File: src/rtl/char_display_shadow_writer_core_assert.svh
// Assertion macros for the character display shadow writer.
// Expects signals named clock and reset in the scope of each use.
`ifndef CHAR_DISPLAY_SHADOW_WRITER_CORE_ASSERT_SVH
`define CHAR_DISPLAY_SHADOW_WRITER_CORE_ASSERT_SVH

// same-cycle implication
`define CDSW_ASSERT_IMP(label, ante, cons) \
   label: assert property (@(posedge clock) disable iff (reset) (ante) |-> (cons)) \
      else $error("cdsw: implication check failed");

// next-cycle implication
`define CDSW_ASSERT_NXT(label, ante, cons) \
   label: assert property (@(posedge clock) disable iff (reset) (ante) |=> (cons)) \
      else $error("cdsw: next-cycle check failed");

`endif

File: src/rtl/cdsw_pkg.sv
// Shared types and constants of the character display shadow writer.
// No dependencies.
package cdsw_pkg;

   localparam int ROW_W  = 3;
   localparam int COL_W  = 5;
   localparam int BYTE_W = 8;
   localparam int BASE_W = 7;

   localparam logic [7:0] CMD_SET_ADDR   = 8'h80;
   localparam logic [7:0] CHAR_SPACE     = 8'h20;
   localparam logic [7:0] CHAR_TILDE     = 8'h7E;
   localparam logic [7:0] CHAR_BLOCK     = 8'hFF;
   localparam logic [7:0] SHADOW_INVALID = 8'h01;

   localparam logic [6:0] BASE0_RESET = 7'd0;
   localparam logic [6:0] BASE1_RESET = 7'd32;
   localparam logic [6:0] BASE2_RESET = 7'd64;
   localparam logic [6:0] BASE3_RESET = 7'd96;

   typedef enum logic [1:0] {
      MODE_GOTO  = 2'd0,
      MODE_CHAR  = 2'd1,
      MODE_CMD   = 2'd2,
      MODE_INVAL = 2'd3
   } mode_type;

   typedef enum logic [1:0] {
      ST_IDLE,
      ST_EVAL,
      ST_SEND0,
      ST_SEND1
   } state_type;

   typedef struct packed {
      logic accept;
      logic eval;
      logic load0;
      logic load1;
   } cmd_type;

   typedef struct packed {
      logic [1:0] eval_count;
      logic       pend_two;
      logic       out_free;
   } status_type;

endpackage

File: src/rtl/cdsw_ram.sv
// Generic single-port-write, registered-read RAM.
// No dependencies.
module cdsw_ram #(
   parameter int WIDTH = 8,
   parameter int DEPTH = 80
) (
   input  logic                                     clock,
   input  logic                                     we,
   input  logic [((DEPTH > 1) ? $clog2(DEPTH) : 1)-1:0] waddr,
   input  logic [WIDTH-1:0]                         wdata,
   input  logic [((DEPTH > 1) ? $clog2(DEPTH) : 1)-1:0] raddr,
   output logic [WIDTH-1:0]                         rdata
);

   logic [WIDTH-1:0] mem [DEPTH];
   logic [WIDTH-1:0] rdata_ff;

   always_ff @(posedge clock) begin
      if (we) begin
         mem[waddr] <= wdata;
      end
      rdata_ff <= mem[raddr];
   end

   assign rdata = rdata_ff;

endmodule

File: src/rtl/cdsw_ctrl.sv
// Sequencer of the shadow writer: accept, evaluate, then up to two bus writes.
// Depends on cdsw_pkg.
module cdsw_ctrl import cdsw_pkg::*; (
   input  logic       clock,
   input  logic       reset,
   input  logic       req_valid,
   output logic       req_stall,
   input  status_type status,
   output cmd_type    cmd
);

   state_type state_ff, state_in;

   always_ff @(posedge clock) begin
      if (reset) begin
         state_ff <= ST_IDLE;
      end else begin
         state_ff <= state_in;
      end
   end

   always_comb begin
      state_in  = state_ff;
      cmd       = '0;
      req_stall = 1'b1;
      unique case (state_ff)
         ST_IDLE: begin
            req_stall = 1'b0;
            if (req_valid) begin
               cmd.accept = 1'b1;
               state_in   = ST_EVAL;
            end
         end
         ST_EVAL: begin
            cmd.eval = 1'b1;
            state_in = (status.eval_count == 2'd0) ? ST_IDLE : ST_SEND0;
         end
         ST_SEND0: begin
            if (status.out_free) begin
               cmd.load0 = 1'b1;
               state_in  = status.pend_two ? ST_SEND1 : ST_IDLE;
            end
         end
         ST_SEND1: begin
            if (status.out_free) begin
               cmd.load1 = 1'b1;
               state_in  = ST_IDLE;
            end
         end
         default: state_in = ST_IDLE;
      endcase
   end

endmodule

File: src/rtl/cdsw_datapath.sv
// Datapath: row bases, cursors, shadow store, result buffer and output register.
// Depends on cdsw_pkg, cdsw_ram and the assertion macro header.
`include "char_display_shadow_writer_core_assert.svh"
module cdsw_datapath import cdsw_pkg::*; #(
   parameter int ROWS = 4,
   parameter int COLS = 20
) (
   input  logic              clock,
   input  logic              reset,
   input  logic [1:0]        req_mode,
   input  logic [ROW_W-1:0]  req_row,
   input  logic [COL_W-1:0]  req_col,
   input  logic [BYTE_W-1:0] req_byte_value,
   input  logic              csr_write,
   input  logic [1:0]        csr_index,
   input  logic [BASE_W-1:0] csr_wdata,
   output logic [BASE_W-1:0] csr_rdata,
   input  cmd_type           cmd,
   output status_type        status,
   output logic              rsp_valid,
   input  logic              rsp_stall,
   output logic              rsp_is_data,
   output logic [BYTE_W-1:0] rsp_payload,
   output logic              rsp_last
);

   localparam int CELLS = ROWS * COLS;
   localparam int IDX_W = (CELLS > 1) ? $clog2(CELLS) : 1;

   function automatic logic [7:0] addr_cmd(input logic [BASE_W-1:0] base,
                                           input logic [COL_W-1:0] c);
      return CMD_SET_ADDR | ({1'b0, base} + {3'b000, c});
   endfunction

   // row bases
   logic [BASE_W-1:0] base_ff [4];
   logic [BASE_W-1:0] base_in [4];

   // latched item
   logic [1:0]        mode_ff;
   logic [ROW_W-1:0]  row_ff;
   logic [COL_W-1:0]  col_ff;
   logic [BYTE_W-1:0] byte_ff;

   // cursors
   logic             lok_ff, lok_in, hok_ff, hok_in;
   logic [ROW_W-1:0] lrow_ff, lrow_in, hrow_ff, hrow_in;
   logic [COL_W-1:0] lcol_ff, lcol_in, hcol_ff, hcol_in;

   // shadow valid bits; an invalid cell reads as SHADOW_INVALID
   logic [CELLS-1:0] valid_ff, valid_in;

   // pending results and output register
   logic              pend0_is_data_ff, pend0_last_ff, pend_two_ff;
   logic [BYTE_W-1:0] pend0_payload_ff, pend1_payload_ff;
   logic              rsp_valid_ff, rsp_valid_in;
   logic              rsp_is_data_ff, rsp_last_ff;
   logic [BYTE_W-1:0] rsp_payload_ff;

   // evaluation
   logic [IDX_W-1:0]  idx;
   logic [BYTE_W-1:0] ram_rdata, cell_val, byte_clean, r0_payload;
   logic              cur_ok, hit, need_addr, wrap, goto_ok, r0_is_data;
   logic              shadow_we, valid_clr, out_free;
   logic [1:0]        n_res;
   logic [ROW_W-1:0]  lrow_adv;
   logic [COL_W-1:0]  lcol_adv;

   always_comb begin
      base_in = base_ff;
      if (csr_write) begin
         base_in[csr_index] = csr_wdata;
      end
   end

   assign csr_rdata = base_ff[csr_index];

   assign idx = IDX_W'(int'(lrow_ff) * COLS + int'(lcol_ff));

   cdsw_ram #(
      .WIDTH (BYTE_W),
      .DEPTH (CELLS)
   ) u_shadow (
      .clock (clock),
      .we    (shadow_we),
      .waddr (idx),
      .wdata (byte_clean),
      .raddr (idx),
      .rdata (ram_rdata)
   );

   always_comb begin
      if (byte_ff != CHAR_BLOCK && (byte_ff < CHAR_SPACE || byte_ff > CHAR_TILDE)) begin
         byte_clean = CHAR_SPACE;
      end else begin
         byte_clean = byte_ff;
      end
   end

   assign cur_ok    = lok_ff && (int'(lrow_ff) < ROWS) && (int'(lcol_ff) < COLS);
   assign cell_val  = valid_ff[idx] ? ram_rdata : SHADOW_INVALID;
   assign hit       = (cell_val == byte_clean);
   assign need_addr = !hok_ff || (hrow_ff != lrow_ff) || (hcol_ff != lcol_ff);
   assign wrap      = (int'(lcol_ff) + 1) >= COLS;
   assign lcol_adv  = wrap ? '0 : lcol_ff + COL_W'(1);
   assign lrow_adv  = wrap ? lrow_ff + ROW_W'(1) : lrow_ff;
   assign goto_ok   = (int'(row_ff) < ROWS) && (int'(col_ff) < COLS);

   always_comb begin
      n_res      = 2'd0;
      r0_is_data = 1'b0;
      r0_payload = byte_clean;
      shadow_we  = 1'b0;
      valid_clr  = 1'b0;
      lok_in     = lok_ff;
      lrow_in    = lrow_ff;
      lcol_in    = lcol_ff;
      hok_in     = hok_ff;
      hrow_in    = hrow_ff;
      hcol_in    = hcol_ff;
      if (cmd.eval) begin
         unique case (mode_type'(mode_ff))
            MODE_GOTO: begin
               if (goto_ok) begin
                  n_res      = 2'd1;
                  r0_payload = addr_cmd(base_ff[row_ff[1:0]], col_ff);
                  lok_in     = 1'b1;
                  lrow_in    = row_ff;
                  lcol_in    = col_ff;
                  hok_in     = 1'b1;
                  hrow_in    = row_ff;
                  hcol_in    = col_ff;
               end
            end
            MODE_CHAR: begin
               if (!cur_ok) begin
                  // no usable cursor: data byte alone, state untouched
                  n_res      = 2'd1;
                  r0_is_data = 1'b1;
               end else if (hit) begin
                  lrow_in = lrow_adv;
                  lcol_in = lcol_adv;
               end else begin
                  shadow_we = 1'b1;
                  lrow_in   = lrow_adv;
                  lcol_in   = lcol_adv;
                  if (wrap) begin
                     hok_in  = 1'b0;
                     hrow_in = '0;
                     hcol_in = '0;
                  end else begin
                     hok_in  = 1'b1;
                     hrow_in = lrow_adv;
                     hcol_in = lcol_adv;
                  end
                  if (need_addr) begin
                     n_res      = 2'd2;
                     r0_payload = addr_cmd(base_ff[lrow_ff[1:0]], lcol_ff);
                  end else begin
                     n_res      = 2'd1;
                     r0_is_data = 1'b1;
                  end
               end
            end
            MODE_CMD: begin
               n_res      = 2'd1;
               r0_payload = byte_ff;
               lok_in     = 1'b0;
               lrow_in    = '0;
               lcol_in    = '0;
               hok_in     = 1'b0;
               hrow_in    = '0;
               hcol_in    = '0;
            end
            MODE_INVAL: begin
               valid_clr = 1'b1;
               lok_in    = 1'b0;
               lrow_in   = '0;
               lcol_in   = '0;
               hok_in    = 1'b0;
               hrow_in   = '0;
               hcol_in   = '0;
            end
            default: n_res = 2'd0;
         endcase
      end
   end

   always_comb begin
      valid_in = valid_ff;
      if (valid_clr) begin
         valid_in = '0;
      end else if (shadow_we) begin
         valid_in[idx] = 1'b1;
      end
   end

   assign out_free     = !rsp_valid_ff || !rsp_stall;
   assign rsp_valid_in = (cmd.load0 || cmd.load1) ? 1'b1 : (rsp_valid_ff && rsp_stall);

   always_ff @(posedge clock) begin
      if (reset) begin
         base_ff[0]   <= BASE0_RESET;
         base_ff[1]   <= BASE1_RESET;
         base_ff[2]   <= BASE2_RESET;
         base_ff[3]   <= BASE3_RESET;
         lok_ff       <= 1'b0;
         lrow_ff      <= '0;
         lcol_ff      <= '0;
         hok_ff       <= 1'b0;
         hrow_ff      <= '0;
         hcol_ff      <= '0;
         valid_ff     <= '0;
         pend_two_ff  <= 1'b0;
         rsp_valid_ff <= 1'b0;
      end else begin
         base_ff      <= base_in;
         lok_ff       <= lok_in;
         lrow_ff      <= lrow_in;
         lcol_ff      <= lcol_in;
         hok_ff       <= hok_in;
         hrow_ff      <= hrow_in;
         hcol_ff      <= hcol_in;
         valid_ff     <= valid_in;
         rsp_valid_ff <= rsp_valid_in;
         if (cmd.eval) begin
            pend_two_ff <= (n_res == 2'd2);
         end
      end
   end

   always_ff @(posedge clock) begin
      if (cmd.accept) begin
         mode_ff <= req_mode;
         row_ff  <= req_row;
         col_ff  <= req_col;
         byte_ff <= req_byte_value;
      end
      if (cmd.eval) begin
         pend0_is_data_ff <= r0_is_data;
         pend0_payload_ff <= r0_payload;
         pend0_last_ff    <= (n_res == 2'd1);
         pend1_payload_ff <= byte_clean;
      end
      if (cmd.load0) begin
         rsp_is_data_ff <= pend0_is_data_ff;
         rsp_payload_ff <= pend0_payload_ff;
         rsp_last_ff    <= pend0_last_ff;
      end else if (cmd.load1) begin
         rsp_is_data_ff <= 1'b1;
         rsp_payload_ff <= pend1_payload_ff;
         rsp_last_ff    <= 1'b1;
      end
   end

   assign status.eval_count = n_res;
   assign status.pend_two   = pend_two_ff;
   assign status.out_free   = out_free;

   assign rsp_valid   = rsp_valid_ff;
   assign rsp_is_data = rsp_is_data_ff;
   assign rsp_payload = rsp_payload_ff;
   assign rsp_last    = rsp_last_ff;

   `CDSW_ASSERT_IMP(a_load_needs_room, cmd.load0 || cmd.load1, out_free)
   `CDSW_ASSERT_IMP(a_second_needs_two, cmd.load1, pend_two_ff)
   `CDSW_ASSERT_NXT(a_load_shows_item, cmd.load0 || cmd.load1, rsp_valid_ff)
   `CDSW_ASSERT_IMP(a_cursor_in_bounds, lok_ff, int'(lrow_ff) <= ROWS)

endmodule

File: src/rtl/char_display_shadow_writer_core.sv
// Top level of the character display shadow writer: APB register port,
// sequencer and datapath. Depends on cdsw_pkg, cdsw_ctrl and cdsw_datapath.
//
//   channel   direction  handshake              payload
//   req       in         req_valid / req_stall  mode, row, col, byte_value
//   rsp       out        rsp_valid / rsp_stall  is_data, payload, last
//   csr       in         psel/penable/pready    paddr (index at [3:2]), pwdata
//
// An item is accepted and evaluated (shadow read), then sends up to two bus
// writes (set-address then data). While the output register is free, the
// sequencer moves one bus write per cycle into the single output register.
// A stalled result holds the sequencer until the output register frees; the
// next item is taken while the last result of the previous one still waits.
// Reset is synchronous; it clears the cursors and shadow valid bits and sets
// the row bases to their reset values at once, so no clearing pass is needed.
module char_display_shadow_writer_core import cdsw_pkg::*; #(
   parameter int ROWS = 4,
   parameter int COLS = 20
) (
   input  logic              clock,
   input  logic              reset,
   // item in
   input  logic              req_valid,
   output logic              req_stall,
   input  logic [1:0]        req_mode,
   input  logic [ROW_W-1:0]  req_row,
   input  logic [COL_W-1:0]  req_col,
   input  logic [BYTE_W-1:0] req_byte_value,
   // bus write out
   output logic              rsp_valid,
   input  logic              rsp_stall,
   output logic              rsp_is_data,
   output logic [BYTE_W-1:0] rsp_payload,
   output logic              rsp_last,
   // register port
   input  logic              psel,
   input  logic              penable,
   input  logic              pwrite,
   input  logic [3:0]        paddr,
   input  logic [31:0]       pwdata,
   output logic [31:0]       prdata,
   output logic              pready
);

   cmd_type           cmd;
   status_type        status;
   logic              csr_write;
   logic [BASE_W-1:0] csr_rdata;

   // zero-wait-state port; write lands on the access cycle
   assign pready    = 1'b1;
   assign csr_write = psel && penable && pwrite && pready;
   assign prdata    = {{(32 - BASE_W){1'b0}}, csr_rdata};

   cdsw_ctrl u_ctrl (
      .clock     (clock),
      .reset     (reset),
      .req_valid (req_valid),
      .req_stall (req_stall),
      .status    (status),
      .cmd       (cmd)
   );

   cdsw_datapath #(
      .ROWS (ROWS),
      .COLS (COLS)
   ) u_datapath (
      .clock          (clock),
      .reset          (reset),
      .req_mode       (req_mode),
      .req_row        (req_row),
      .req_col        (req_col),
      .req_byte_value (req_byte_value),
      .csr_write      (csr_write),
      .csr_index      (paddr[3:2]),
      .csr_wdata      (pwdata[BASE_W-1:0]),
      .csr_rdata      (csr_rdata),
      .cmd            (cmd),
      .status         (status),
      .rsp_valid      (rsp_valid),
      .rsp_stall      (rsp_stall),
      .rsp_is_data    (rsp_is_data),
      .rsp_payload    (rsp_payload),
      .rsp_last       (rsp_last)
   );

endmodule
File: config.mk
export PLATFORM = sky130hd
export DESIGN_NAME = char_display_shadow_writer_core
export DESIGN_NICKNAME = d
export VERILOG_FILES = /design/src/rtl/cdsw_pkg.sv /design/src/rtl/cdsw_ram.sv /design/src/rtl/cdsw_ctrl.sv /design/src/rtl/cdsw_datapath.sv /design/src/rtl/char_display_shadow_writer_core.sv
export VERILOG_INCLUDE_DIRS = /design/src /design/src/rtl
export SDC_FILE = /design/constraint.sdc
export NUM_CORES = 1
export LEC_CHECK = 0
export BUFFER_PORTS_ARGS = -buffer_cell sky130_fd_sc_hd__buf_2
export CORE_UTILIZATION = 61
export DETAILED_ROUTE_END_ITERATION = 10
export PLACE_DENSITY_LB_ADDON = 0.08
export SLEW_MARGIN = 15
export SYNTH_ARGS = -nofsm -noshare
export SYNTH_HDL_FRONTEND = slang
export SYNTH_SLANG_ARGS = --single-unit
File: constraint.sdc
create_clock -name clock -period 7 [get_ports clock]
set_input_delay 0.7 -clock clock [delete_from_list [all_inputs] [get_ports clock]]
set_output_delay 0.7 -clock clock [all_outputs]
set_load 0.1 [all_outputs]
# Word level (Yosys, flattened, before mapping)

Memories as Yosys holds them, arrays and structs flattened. A register that Yosys moved wholly into a read port is not among the register bits.
Cells that the tools add are included.
W data, S select, Z words.

$add $sub $neg: 6
$mul: 1
Order comparisons: 13
Eq/ne operators: 18
Multiplexer cells: 81
Bitwise operators: 4
Reduce and logical (&&, ||, !) cells: 28

Operators by type and width:

| kind                  | count |
|---|---|
| $or A80 B80 Y80       | 1 |
| $mux W8               | 8 |
| $mux W7               | 7 |
| $bmux W7 S2           | 3 |
| $ge A32 B6 Y1 const B | 1 |
| $mux W5               | 6 |
| $pmux W5 S3           | 2 |
| $mux W1               | 29 |
| $bwmux W28            | 1 |
| $pmux W8 S3           | 1 |
| $mux W2               | 9 |
| $mux W3               | 6 |
| $pmux W3 S3           | 2 |
| $add A7 B5 Y7         | 2 |
| $demux W7 S2          | 1 |
| $eq A2 B2 Y1 const B  | 5 |
| $lt A5 B5 Y1 const B  | 2 |
| $ge A3 B3 Y1 const B  | 3 |
| $logic_and A1 B1 Y1   | 9 |
| $not A2 Y3            | 3 |
| $reduce_and A3 Y1     | 3 |
| $eq A8 B8 Y1          | 1 |
| $gt A8 B7 Y1 const B  | 1 |
| $lt A7 B8 Y1 const B  | 1 |
| 27 further kinds      | 44 |

Register bits after elaboration: 176
Memory bits (writable): 640
Input bits: 61
Output and inout bits: 45
Word-level logic and storage cells: 177
Memories: 1

Memory list:

| name                    | depth | width | read ports | clocked after Yosys merged registers in | write ports | line           | text |
|---|---|---|---|---|---|---|---|
| u_datapath.u_shadow.mem | 80    | 8     | 1          | 1                                       | 1           | cdsw_ram.sv:15 | `logic [WIDTH-1:0] mem [DEPTH];` |

# Longest topological paths before layout

Depth in word-level cells: 13
Mapped depth: 16
Mapped depth without buffers: 12

# Cells and area by module

A second synthesis with hierarchy kept.

Cell total of the unflattened synthesis: 2039
Area, all modules: 34246.6 um^2

By module, submodules not included:

| module                          | times used | cells an instance | area an instance (um^2) | sequential area each (um^2) |
|---|---|---|---|---|
| cdsw_ram                        | 1          | 1112              | 24902.6                 | 19378.6 |
| cdsw_datapath                   | 1          | 882               | 9006.1                  | 3943.8 |
| char_display_shadow_writer_core | 1          | 29                | 209.0                   | 0.0 |
| cdsw_ctrl                       | 1          | 16                | 128.9                   | 40.0 |

# Least setup slack after synthesis

Ideal clock, no wire load.

Path kind: register to register
Start point: reg u_datapath.byte_ff[2]
End point: mem u_datapath.u_shadow.mem[50][0] (enable)
Setup time: 383 ps
Arrival time: 5962 ps
Required time: 6617 ps
Setup slack: 654 ps
Stages on the path, launching flop included: 10
Buffers on the path: 1
Period minus slack after synthesis: 6346 ps
Path through: edfxtp_1 > nand4_2 > nor3_1 > mux2_2 > a21oi_1 > a2111oi_4 > a311oi_2 > nand2_1 > clkbuf_1 > nor3_1

Cells in the longest elaborated chain, start to end: 11
Elaborated cells between the ends (all ways): 13
Those cells by class: 2 x order compare; 2 x eq/ne; 7 x mux; 2 x reduce/logical

Ends and longest elaborated chain:

| item                                                | line                 | text |
|---|---|---|
| start: declaration                                  | cdsw_datapath.sv:43  | `logic [BYTE_W-1:0] byte_ff;` |
| start signal: assignment                            | cdsw_datapath.sv:237 | `byte_ff <= req_byte_value;` |
| $lt A8 B6 Y1 / $gt A8 B7 Y1 (equally long branches) | cdsw_datapath.sv:93  | `if (byte_ff != CHAR_BLOCK && (byte_ff < CHAR_SPACE \|\| byte_ff > CHAR_TILDE)) begin` |
| $logic_or A1 B1 Y1                                  | cdsw_datapath.sv:93  |  |
| $logic_and A1 B1 Y1 (*)                             | cdsw_datapath.sv:93  |  |
| $mux W8 (*)                                         | cdsw_datapath.sv:93  |  |
| via u_datapath.byte_clean[7]                        | cdsw_datapath.sv:62  | `logic [BYTE_W-1:0] ram_rdata, cell_val, byte_clean, r0_payload;` |
| $eq A8 B8 Y1 (*)                                    | cdsw_datapath.sv:102 | `assign hit = (cell_val == byte_clean);` |
| $mux W1 (*)                                         | cdsw_datapath.sv:140 | `end else if (hit) begin` |
| $mux W1 (*)                                         | cdsw_datapath.sv:136 | `if (!cur_ok) begin` |
| $mux W1 (*)                                         | cdsw_datapath.sv:122 | `unique case (mode_type'(mode_ff))` |
| $mux W1 (*)                                         | cdsw_datapath.sv:121 | `if (cmd.eval) begin` |
| $mux W1 (*)                                         | cdsw_ram.sv:19       | `if (we) begin` |
| $mux W1 (implied by the code) (*)                   | cdsw_ram.sv:20       | `mem[waddr] <= wdata;` |
| end: declaration                                    | cdsw_ram.sv:15       |  |

The timed path passes the listed nets; every way through them passes the cells marked *.

# Final worst setup path

Start point: reg u_datapath.lrow_ff[1]
End point: mem u_datapath.u_shadow.mem[33][1] (enable)

Cells in the longest elaborated chain, start to end: 12
Elaborated cells between the ends (all ways): 15
Those cells by class: 1 x add/sub; 1 x mul; 1 x order compare; 1 x eq/ne; 9 x mux; 2 x reduce/logical

Ends and longest elaborated chain:

| item                          | line                 | text |
|---|---|---|
| start: declaration            | cdsw_datapath.sv:47  | `logic [ROW_W-1:0] lrow_ff, lrow_in, hrow_ff, hrow_in;` |
| start signal: assignment      | cdsw_datapath.sv:219 | `lrow_ff <= lrow_in;` |
| $mul A3 B3 Y5                 | cdsw_datapath.sv:78  | `assign idx = IDX_W'(int'(lrow_ff) * COLS + int'(lcol_ff));` |
| $add A7 B6 Y7                 | cdsw_datapath.sv:78  |  |
| $bmux W1 S7                   | cdsw_datapath.sv:101 | `assign cell_val = valid_ff[idx] ? ram_rdata : SHADOW_INVALID;` |
| $mux W1 (implied by the code) | cdsw_datapath.sv:101 |  |
| $mux W8                       | cdsw_datapath.sv:101 |  |
| $eq A8 B8 Y1                  | cdsw_datapath.sv:102 |  |
| $mux W1                       | cdsw_datapath.sv:140 |  |
| $mux W1                       | cdsw_datapath.sv:136 |  |
| $mux W1                       | cdsw_datapath.sv:122 |  |
| $mux W1                       | cdsw_datapath.sv:121 |  |
| $mux W1                       | cdsw_ram.sv:19       |  |
| $mux W1 (implied by the code) | cdsw_ram.sv:20       |  |

Several ways; a longest one is shown, not always the timed one. The select of a mux whose other input is x is not followed.

==> flow_summary.ini <==
[power]
p_leak_nw = 12.2
vdd_drop_max_uv = 232
p_per_area_nw_per_um2 = 285

[clock_tree]
cts_buffer_depth = 3
cts_hold_buf = 0
cts_root_buf = clkbuf_16
ctsResizeCount = 0
post_cts_buffers = 0
h-tree-depth = 3
cts_buffers = 82
clk_pin_slew_ns = 0.06
cts.sinks = 824
clkLatencyLatePin_ns = 0.64
cts_tree = yes

[sta]
tns_ns = 0
skew_ns = 0.0235
finalHoldViolCount = 0
slew_headroom = 0.179
finalSetupViolCount = 0
period_share = 0.792
slew_violations = 0
clock.fmax_mhz = 180
tightestPinTransition_ns = 1.23
finalWorstSetupSlack_ns = 1.45
rsz0062_at_grt = no
fin_crit_ns = 5.55

[die]
die-area_sq_um = 55900
core_sq_um = 54000
ioPinCount = 106
start_util = 0.620
num_rows = 85
fp.dieW_um = 236
die_h_um = 236

[global_routing]
grt_max_degree = 83
antenna_found_initial = 1
first_global_vias = 20400
grt_pass1_wl_mm = 131
grt_overflow = 0
grt_usage = 0.319

[run_status]
outcome = completed

[synthesis]
synth_edf_count = 686
synth_xor_area_frac = 0.00732
post-synth-top-area-cell = edfxtp_1
ys_async_sr_fraction = 0
synth_top_family_by_area = compound AO/OA/AOI/OAI gates
synth_common_cells = 686 x edfxtp_1, 155 x nor2_1, 150 x a22oi_1, 138 x dfxtp_1, 122 x nand2_1
syn-cell-area_sq_um = 33500
ys_seq_elements = 824
syn_avg_cell_area_sq_um = 14.8
post-synth-top-count-cell = edfxtp_1
synth_mux_area_frac = 0.0700
yosys.area_share.simple = 0.0705
ys_seq_area_frac = 0.697
synthFlopType = edfxtp_1
ys_warn_count = 0
synth.distinct_cells = 75
synth_top_cell_area_share = 0.615
synthAdderAreaFrac = 0.00926
syn_inst = 2269
synth-compound-area-share = 0.117
synthTopCellsByArea = edfxtp_1 61%, dfxtp_1 8.2%, a22oi_1 3.4%, mux4_2 3.4%, mux2i_1 2.1%

[finish]
drive_gt1_frac = 0.159
syn_to_final_growth_pct = 11.4
final_nets = 2405

[setup_path]
crit_arrival_ns = 5.79
cp-end-kind = register
r2r_slack_ns = 1.45
worstPathRequired_ns = 7.25
cp-start-kind = register
worstSetupPathType = register to register
crit_path_max_fanout = 24

[route]
drt_first_pass_iters = 5
routedWlPerCell_um = 28.8
drc = 0
routed_wl_mm = 88.6
vias_per_cell = 6.86
detail-route-antenna-nets = 0
drtIter0Drc = 2519
vias = 21100

[hold_path]
hp-class = primary input to register

[placement]
post-dp-hpwl_mm = 52.8
dp_worst_setup_slack_ns = 1.71
io_buffers = 52
place_congestion = 0.888

[job]
maxCapViolCount = 0
==> metrics by stage <==
step	hold slack (ns)	instances	util	cell area [sq um]	total power [W]
6_report	0.254	3082	0.691	37300	0.0106
3_5_place_dp	0.445	2933	0.640	34600	0.00619
3_3_place_gp	0.433	2933	0.640	34600	0.00618
2_1_floorplan	0.420	2293	-	33600	0.00595
5_1_grt	0.236	3081	0.691	37300	0.0109
4_1_cts	0.225	3081	0.691	37300	0.0107
==> cell usage in the layout, fill, tap and decap left out, types with 9 or more instances in the layout <==
cell and instances:
a21oi_1 54, a221oi_1 46, a222oi_1 16, a22o_1 40
a22oi_1 150, a31oi_1 28, a41oi_1 17, and2_1 20
and3_1 15, buf_2 52, buf_4 62, bufinv_16 12
clkbuf_1 13, clkbuf_16 85, clkinv_1 18, clkinv_2 9
conb_1 26, dfxtp_1 136, edfxtp_1 686, ha_1 19
inv_1 16, mux2_2 47, mux2i_1 69, mux4_2 50
nand2_1 122, nand2b_1 15, nand3_1 39, nand4_1 38
nor2_1 153, nor2b_1 19, nor3_1 40, o21a_1 32
o21ai_0 84, xnor2_1 13, xor2_1 11
==> flip-flops by register name, summed over array words and instances (netlist names), 3 cells and up <==
| register | count |
|---|---|
| u_datapath.u_shadow.rdata | 8 |
| u_datapath.col_ff | 5 |
| u_datapath.row_ff | 3 |
| u_datapath.u_shadow.mem | 640 |
| u_datapath.hcol_ff | 5 |
| u_datapath.rsp_payload | 8 |
| u_datapath.lcol_ff | 5 |
| u_datapath.pend1_payload_ff | 8 |
| u_datapath.pend0_payload_ff | 8 |
| u_datapath.base_ff | 28 |
| u_datapath.valid_ff | 80 |
| u_datapath.byte_ff | 8 |
| u_datapath.lrow_ff | 3 |
| u_datapath.hrow_ff | 3 |
==> metal layers <==
layer / vias up / GRT usage / part of all wire
li1: 8999 / - / -
met1: 10700 / 0.451 / 0.40
met2: 1263 / 0.491 / 0.47
met3: 194 / 0.0640 / 0.097
met4: 2 / 0.125 / 0.038
met5: - / 0 / 0.00015
==> final timing paths <==
kind / depth (start not counted) / from / to
setup / recovery: 9 / u_datapath.lrow_ff[1]$_SDFFE_PP0P_ / u_datapath.u_shadow.mem[33][1]$_DFFE_PP_
hold / removal: 1 / req_col[1] / u_datapath.col_ff[1]$_DFFE_PP_
setup reg to reg: 9 / u_datapath.lrow_ff[1]$_SDFFE_PP0P_ / u_datapath.u_shadow.mem[33][1]$_DFFE_PP_
hold reg to reg: 2 / u_datapath.valid_ff[59]$_SDFFE_PP0P_ / u_datapath.valid_ff[59]$_SDFFE_PP0P_
==> critical path, cell delays in order (launching register included) <==
cell      delay (ns)
dfxtp_1         0.90
fa_2            0.73
nor2_1          0.53
buf_4           0.34
a32oi_1         0.11
o21ai_0         0.20
o311ai_2        0.30
a311oi_2        0.33
nand2_1         0.65
nor2_1          1.03
==> cells by family after synthesis <==
kind of cell	Yosys count
buf+inv	196
other cells	2
compound gates	533
simple gates	497
fa+ha+maj	23
flops	824
mux	166
xor+xnor	28
==> report_power, final <==
group / internal (W) / switching [W] / leakage [nW]
Combinational: 0.000199 / 0.000519 / 3.56
Clock: 0.00269 / 0.00185 / 1.34
Sequential: 0.00534 / 0.0000429 / 7.28
==> cell type report <==
type	count	area, sq um
clock buffer	100	2200
fill	3569	16700
multi-input combinational	1273	9410
timing repair buffer	119	826
sequential	824	23400
tap	696	871
inverter	21	78.8
clock inverter	48	574
antenna	1	2.50
No activity file was read; power rests on OpenSTA's default activity.
